## config.mk

```make
export PLATFORM = sky130hd
export DESIGN_NAME = gyro_yaw_integrator
export DESIGN_NICKNAME = d
export VERILOG_FILES = /design/src/rtl/gyi_pkg.sv /design/src/rtl/gyro_yaw_integrator.sv
export SDC_FILE = /design/constraint.sdc
export NUM_CORES = 1
export LEC_CHECK = 0
export ABC_CLOCK_PERIOD_IN_PS = 8500
export BUFFER_PORTS_ARGS = -buffer_cell sky130_fd_sc_hd__buf_2
export CORE_AREA = 2 2 205 207
export CTS_CLUSTER_SIZE = 24
export DETAILED_ROUTE_END_ITERATION = 8
export DIE_AREA = 0 0 207 209
export GPL_TIMING_DRIVEN = 1
export PLACE_DENSITY = 0.78
export REMOVE_ABC_BUFFERS = 1
export SLEW_MARGIN = 15
export SYNTH_ARGS = -nofsm -noshare
export SYNTH_HDL_FRONTEND = slang
export SYNTH_SLANG_ARGS = --single-unit
```

## constraint.sdc

```tcl
create_clock -name clk -period 8.5 [get_ports clk]
set_input_delay 1.7 -clock clk [delete_from_list [all_inputs] [get_ports clk]]
set_output_delay 1.7 -clock clk [all_outputs]
set_load 0.03 [all_outputs]
```

## src/rtl/gyi_pkg.sv

```systemverilog
// Package for the gyro yaw integrator: field widths, defaults and divider constants.
// No dependencies; used by gyro_yaw_integrator.
`default_nettype none

package gyi_pkg;

	localparam int DEF_CALIB_SAMPLES = 10;
	localparam int DEF_YAW_WIDTH     = 48;

	localparam int RAW_W      = 16;
	localparam int DEADBAND_W = 16;
	localparam int RATE_W     = 17;
	localparam int YAW_OUT_W  = 48;
	localparam int SUM_W      = 24;
	localparam int BIAS_W     = 16;

	localparam logic [DEADBAND_W-1:0] DEADBAND_RESET = 16'd13;

	// Reciprocal division of the calibration sum: exact for |sum| < 2**22 and up to 64 samples.
	localparam int RECIP_SHIFT = 28;
	localparam int RECIP_W     = RECIP_SHIFT + 1;
	localparam int PROD_W      = SUM_W + RECIP_W;

	localparam int M_TDATA_W = 72;

endpackage

`default_nettype wire

```

## src/rtl/gyro_yaw_integrator.sv

```systemverilog
// Gyro Z bias calibration and saturating yaw integration, top level.
// Depends on gyi_pkg for widths, defaults and the reciprocal divider constants.
// Results pass through the input register and then the result register.
// Throughput is one transfer per cycle while m_tready is high, except for an input pause after the
// last calibration sample while the reciprocal multiplier forms the bias offset.
// Reset clears calibration, bias and yaw state and sets the deadband to 13 counts.
`default_nettype none

module gyro_yaw_integrator #(
	parameter int CALIB_SAMPLES = gyi_pkg::DEF_CALIB_SAMPLES,
	parameter int YAW_WIDTH     = gyi_pkg::DEF_YAW_WIDTH
) (
	input  wire logic                             clk,
	input  wire logic                             arst_n,
	input  wire logic                             cfg_wr_en,
	input  wire logic [gyi_pkg::DEADBAND_W-1:0]   cfg_wr_data,
	input  wire logic                             s_tvalid,
	output logic                                  s_tready,
	// Fields from bit 0: gyro_z_raw[15:0].
	input  wire logic [gyi_pkg::RAW_W-1:0]        s_tdata,
	output logic                                  m_tvalid,
	input  wire logic                             m_tready,
	// Fields from bit 0: rate_counts[16:0], integrated[17], yaw_accum[65:18], zero fill.
	output logic [gyi_pkg::M_TDATA_W-1:0]         m_tdata,
	// Fields from bit 0: calibrating[0].
	output logic                                  m_tuser
);
	import gyi_pkg::*;

	localparam int CNT_W = $clog2(CALIB_SAMPLES + 1);
	localparam logic [CNT_W-1:0] CNT_LAST = CNT_W'(CALIB_SAMPLES - 1);
	localparam logic [CNT_W-1:0] CNT_DONE = CNT_W'(CALIB_SAMPLES);
	localparam logic [RECIP_W-1:0] RECIP =
		RECIP_W'(((64'd1 << RECIP_SHIFT) + 64'(CALIB_SAMPLES) - 64'd1) / 64'(CALIB_SAMPLES));
	localparam logic signed [YAW_WIDTH-1:0] YAW_MAX = {1'b0, {(YAW_WIDTH-1){1'b1}}};
	localparam logic signed [YAW_WIDTH-1:0] YAW_MIN = {1'b1, {(YAW_WIDTH-1){1'b0}}};

	logic [DEADBAND_W-1:0] deadband_q;
	logic [CNT_W-1:0] calib_cnt_q;
	logic signed [SUM_W-1:0] calib_sum_q;
	logic signed [BIAS_W-1:0] bias_q;
	logic signed [YAW_WIDTH-1:0] yaw_q;

	logic div_go_q;
	logic prod_vld_q;
	logic [PROD_W-1:0] prod_q;
	logic prod_neg_q;

	logic v_s1;
	logic signed [RAW_W-1:0] raw_s1;
	logic v_s2;

	logic div_pend;
	logic adv;
	logic calib_phase;
	logic signed [SUM_W-1:0] sum_next;
	logic [SUM_W-1:0] sum_mag;
	logic [RATE_W:0] quot;
	logic signed [RATE_W-1:0] diff;
	logic [RATE_W-1:0] mag;
	logic add;
	logic signed [YAW_WIDTH:0] yaw_sum;
	logic signed [YAW_WIDTH-1:0] yaw_sat;
	logic signed [YAW_WIDTH-1:0] yaw_next;
	logic signed [63:0] yaw_wide;
	logic [M_TDATA_W-1:0] tdata_next;

	assign div_pend    = div_go_q | prod_vld_q;
	assign adv         = v_s1 && !div_pend && (!v_s2 || m_tready);
	assign s_tready    = !v_s1 || adv;
	assign m_tvalid    = v_s2;
	assign calib_phase = calib_cnt_q != CNT_DONE;

	always_comb begin
		sum_next = calib_sum_q + SUM_W'(raw_s1);
		diff     = RATE_W'(raw_s1) - RATE_W'(bias_q);
		mag      = diff[RATE_W-1] ? RATE_W'(-diff) : RATE_W'(diff);
		add      = mag > RATE_W'(deadband_q);
		yaw_sum  = (YAW_WIDTH+1)'(yaw_q) + (YAW_WIDTH+1)'(diff);
		if (yaw_sum[YAW_WIDTH] != yaw_sum[YAW_WIDTH-1]) begin
			yaw_sat = yaw_sum[YAW_WIDTH] ? YAW_MIN : YAW_MAX;
		end else begin
			yaw_sat = yaw_sum[YAW_WIDTH-1:0];
		end
		if (!calib_phase && add) begin
			yaw_next = yaw_sat;
		end else begin
			yaw_next = yaw_q;
		end
		yaw_wide = 64'(yaw_next);
		tdata_next = '0;
		if (!calib_phase) begin
			tdata_next[RATE_W-1:0] = diff;
			tdata_next[RATE_W]     = add;
		end
		tdata_next[RATE_W+1 +: YAW_OUT_W] = yaw_wide[YAW_OUT_W-1:0];
	end

	assign sum_mag = calib_sum_q[SUM_W-1] ? SUM_W'(-calib_sum_q) : SUM_W'(calib_sum_q);
	assign quot    = prod_q[RECIP_SHIFT +: RATE_W+1];

	always_ff @(posedge clk or negedge arst_n) begin
		if (!arst_n) begin
			deadband_q  <= DEADBAND_RESET;
			calib_cnt_q <= '0;
			calib_sum_q <= '0;
			bias_q      <= '0;
			yaw_q       <= '0;
			div_go_q    <= 1'b0;
			prod_vld_q  <= 1'b0;
			v_s1        <= 1'b0;
			v_s2        <= 1'b0;
		end else begin
			if (cfg_wr_en) begin
				deadband_q <= cfg_wr_data;
			end
			if (s_tready) begin
				v_s1 <= s_tvalid;
			end
			if (adv) begin
				v_s2 <= 1'b1;
			end else if (m_tready) begin
				v_s2 <= 1'b0;
			end
			div_go_q   <= adv && calib_phase && (calib_cnt_q == CNT_LAST);
			prod_vld_q <= div_go_q;
			if (prod_vld_q) begin
				bias_q <= prod_neg_q ? BIAS_W'(-quot) : BIAS_W'(quot);
			end
			if (adv) begin
				if (calib_phase) begin
					calib_sum_q <= sum_next;
					calib_cnt_q <= calib_cnt_q + CNT_W'(1);
				end
				yaw_q <= yaw_next;
			end
		end
	end

	always_ff @(posedge clk) begin
		if (s_tready && s_tvalid) begin
			raw_s1 <= s_tdata;
		end
		if (div_go_q) begin
			prod_q     <= PROD_W'(sum_mag) * PROD_W'(RECIP);
			prod_neg_q <= calib_sum_q[SUM_W-1];
		end
		if (adv) begin
			m_tuser <= calib_phase;
			m_tdata <= tdata_next;
		end
	end

	a_no_adv_while_div: assert property (@(posedge clk) disable iff (!arst_n)
		div_pend |-> !adv)
		else $error("sample processed while the bias offset is being computed");

	a_bias_only_from_div: assert property (@(posedge clk) disable iff (!arst_n)
		!prod_vld_q |=> $stable(bias_q))
		else $error("bias offset changed outside the divider write");

	a_cnt_bound: assert property (@(posedge clk) disable iff (!arst_n)
		calib_cnt_q <= CNT_DONE)
		else $error("calibration count ran past the sample count");

	a_calib_result: assert property (@(posedge clk) disable iff (!arst_n)
		m_tvalid && m_tuser |-> m_tdata[RATE_W:0] == '0)
		else $error("calibration result carries a rate or an integration flag");

	a_yaw_quiet_in_calib: assert property (@(posedge clk) disable iff (!arst_n)
		calib_phase |-> yaw_q == '0)
		else $error("yaw accumulator moved during calibration");

endmodule

`default_nettype wire

```

==> results by group <==
Routing
  – Drt pass-1 iters: 5
  – Routed length per instance: 19.1 um
  – Detailed Route WL: 59400 um
  – Vias per inst: 5.76
  – Drt drc: 0
  – DRT antenna net count: 0
  – Vias: 17900
  – DR iter-0 viols: 1181

Final layout
  – # diodes: 0
  – Area Overhead vs Synth: 11.7%
  – Most frequent cells in the layout: inv_1 (407), ha_1 (316), fa_1 (221)
  – Final non-filler cell area: 0.0264 sq mm
  – Layout Utilization: 63.8%
  – Fraction of layout cells with a size suffix above 1: 15.0%
  – # fillers: 3230
  – Leading cell type in the layout, fill and taps excluded: inv_1
  – # nets final: 3135

Yosys
  – Yosys warning count: 0
  – Yosys cell types: 72
  – Synthesized area: 0.0236 sq mm
  – Adder-cell share of the synthesized area: 36.2%
  – Post-Synth XOR/XNOR Area: 5.94%
  – Post-synthesis compound-gate area fraction: 12.7%
  – Post-synthesis sequential area ratio: 24.6%
  – Largest family of logic cells by synthesized area: adder cells
  – Register bit total from synthesis: 212
  – Top FF cell, synth: dfrtp_1
  – Post-Syn Area per Cell: 9.92 sq um
  – Post-synth EDFFs: 100
  – Mapped Cells: 2380
  – Synth Area in Simple Gates: 8.55%
  – Mux cell area share after synthesis: 4.22%
  – FFs w/ async S/R, synth: 52.8%

Floorplan
  – Die X: 207 um
  – Row cnt: 75
  – Die height: 209 um
  – Die area: 0.0433 sq mm
  – Core footprint: 0.0413 sq mm
  – Top Ports: 112
  – Initial Util: 57.2%

Worst setup path
  – CP top delay family: adder cells
  – Crit start category: flip-flop
  – Worst path slowest cell: fa_1
  – Crit. End Element: flip-flop
  – Crit path DAT: 8.75 ns
  – Critical path's largest stage delay: 0.56 ns
  – CP bufs+invs: 7
  – Max FO, Critical Path: 4
  – Most used cell, CP: fa_1
  – WP data required: 8.77 ns
  – Worst setup path class: flip-flop to flip-flop

Clocking
  – H-Tree Depth: 1
  – Reg clk slew, reported paths: 0.06 ns
  – CTS max path bufs: 3
  – TritonCTS Sinks: 212
  – Hold buffer count at cts: 0
  – Inserted Clock Buffers: 23
  – Clock root buffer: clkbuf_16
  – Clk_lat worst skew: 0.54 ns
  – TritonCTS clock tree: yes

Global routing
  – Largest net degree at the start of global routing: 71
  – Initial antenna violation count: 0
  – First-pass GRT wire length: 94800 um
  – GRT Residual Overflow: 0
  – Global Route Usage Sum: 27.4%
  – Vias in the first global route: 17900

Run status
  – Outcome: finished clean

STA
  – RSZ-0062 raised after global routing: true
  – Final setup fails: 0
  – Final-report hold violation count: 0
  – Setup ws final: 0.0225 ns
  – Fin crit share: 99.7%
  – Fmax: 118 MHz
  – Worst slew margin: 35.3%
  – Clk_skew: 0.0247 ns
  – Period minus WS final: 8.48 ns
  – Max-slew violations: 0
  – Worst-margin pin slew: 0.971 ns

Min path
  – Hold crit path type: flip-flop to flip-flop

Placed design
  – Worst slack, placed: 0.00270 ns
  – Area after DPL: 0.0252 sq mm
  – DP Wirelength: 47800 um
  – PortBufs: 105
  – Final Wtd Congestion: 1.09

Job
  – Maxcap violations: 0
path summary, 6_finish.rpt:
kind	start	end	slack, ns	cells after the start
max reg2reg	calib_sum_q[6]$_DFFE_PN0P_	prod_q[42]$_DFFE_PP_	0.02	30
min in group asynchronous	arst_n	calib_sum_q[0]$_DFFE_PN0P_	1.16	1
min	calib_cnt_q[3]$_DFFE_PN0P_	calib_cnt_q[3]$_DFFE_PN0P_	0.47	1
min reg2reg	calib_cnt_q[3]$_DFFE_PN0P_	calib_cnt_q[3]$_DFFE_PN0P_	0.47	1
max in group asynchronous	arst_n	yaw_q[36]$_DFFE_PN0P_	5.90	2
max	calib_sum_q[6]$_DFFE_PN0P_	prod_q[42]$_DFFE_PP_	0.02	30
worst register-to-register path: cells and delay by family (launching register included):
kind                       cells  cell delay, ns
xor gates and xnor gates       2            0.37
and+or+nand+nor                9            2.03
adders and majority gates      8            3.70
AOI/OAI and AO/OA              4            0.87
DFF                            1            0.38
buffers and inverters          7            0.87
cell families after synthesis:
family          after synthesis
fa+ha+maj                   550
buf+inv                     479
compound gates              478
simple gates                415
flops                       212
xor+xnor                    160
mux                          85
other cells                   1
layer usage:
metal | vias up | track usage (%) | routed length [um]
li1 | 8401 | - | -
met1 | 8773 | 39.2 | 26500
met2 | 620 | 41.5 | 26300
met3 | 109 | 7.11 | 4970
met4 | 0 | 7.24 | 1640
met5 | - | 0 | 0
timing repair:
item                       in CTS  in global routing
gates resized for setup         5                 51
setup endpoints to repair       3                 10
pin swaps                       0                 27
hold endpoints to repair        0                  0
buffers inserted                1                  8
flip-flops by register name, indices dropped and copies added (netlist names):
name         flops
m_tdata         66
yaw_q           48
calib_sum_q     24
bias_q          16
deadband_q      16
prod_q          16
raw_s1          16
calib_cnt_q      4
div_go_q         1
m_tuser          1
m_tvalid         1
prod_neg_q       1
prod_vld_q       1
v_s1             1
Yosys cell counts (11+ instances only):
cell type | number | area (sq um)
inv_1 | 416 | 1560
ha_1 | 326 | 4080
fa_1 | 222 | 4440
o21ai_0 | 145 | 726
nand2_1 | 132 | 495
a21oi_1 | 120 | 601
dfrtp_1 | 109 | 2730
xnor2_1 | 104 | 911
edfxtp_1 | 100 | 3000
nor2_1 | 94 | 353
mux2_2 | 72 | 811
xor2_1 | 56 | 490
clkbuf_1 | 47 | 176
a21o_1 | 44 | 330
and2_1 | 26 | 163
a31oi_1 | 25 | 156
nand4_1 | 23 | 144
nor2b_1 | 23 | 144
nand3_1 | 21 | 105
nor3_1 | 21 | 105
o21bai_1 | 21 | 158
nand2b_1 | 16 | 100
o21a_1 | 16 | 120
o31ai_1 | 16 | 120
and3_1 | 14 | 87.6
mux2_4 | 11 | 165
metrics by stage:
stage / instances / hold WS, ns / setup TNS, ns
2_1_floorplan: 2322 / 0.438 / 0
3_3_place_gp: 3055 / 0.453 / 0
3_5_place_dp: 3055 / 0.466 / 0
4_1_cts: 3098 / 0.476 / 0
5_1_grt: 3106 / 0.501 / -0.588
6_report: 3106 / 0.474 / 0
cell type report:
type	count	area, sq um	share of cell area, %
clock inverter	14	148	0.560
inverter	416	1560	5.92
tap	539	674	2.56
timing repair buffer	203	1270	4.82
sequential	212	5810	22.0
multi-input combinational	1694	16300	61.8
clock buffer	28	604	2.29
Power is not shown: default switching activity piles up to over one toggle a cycle in this logic, so the estimate is an artifact.
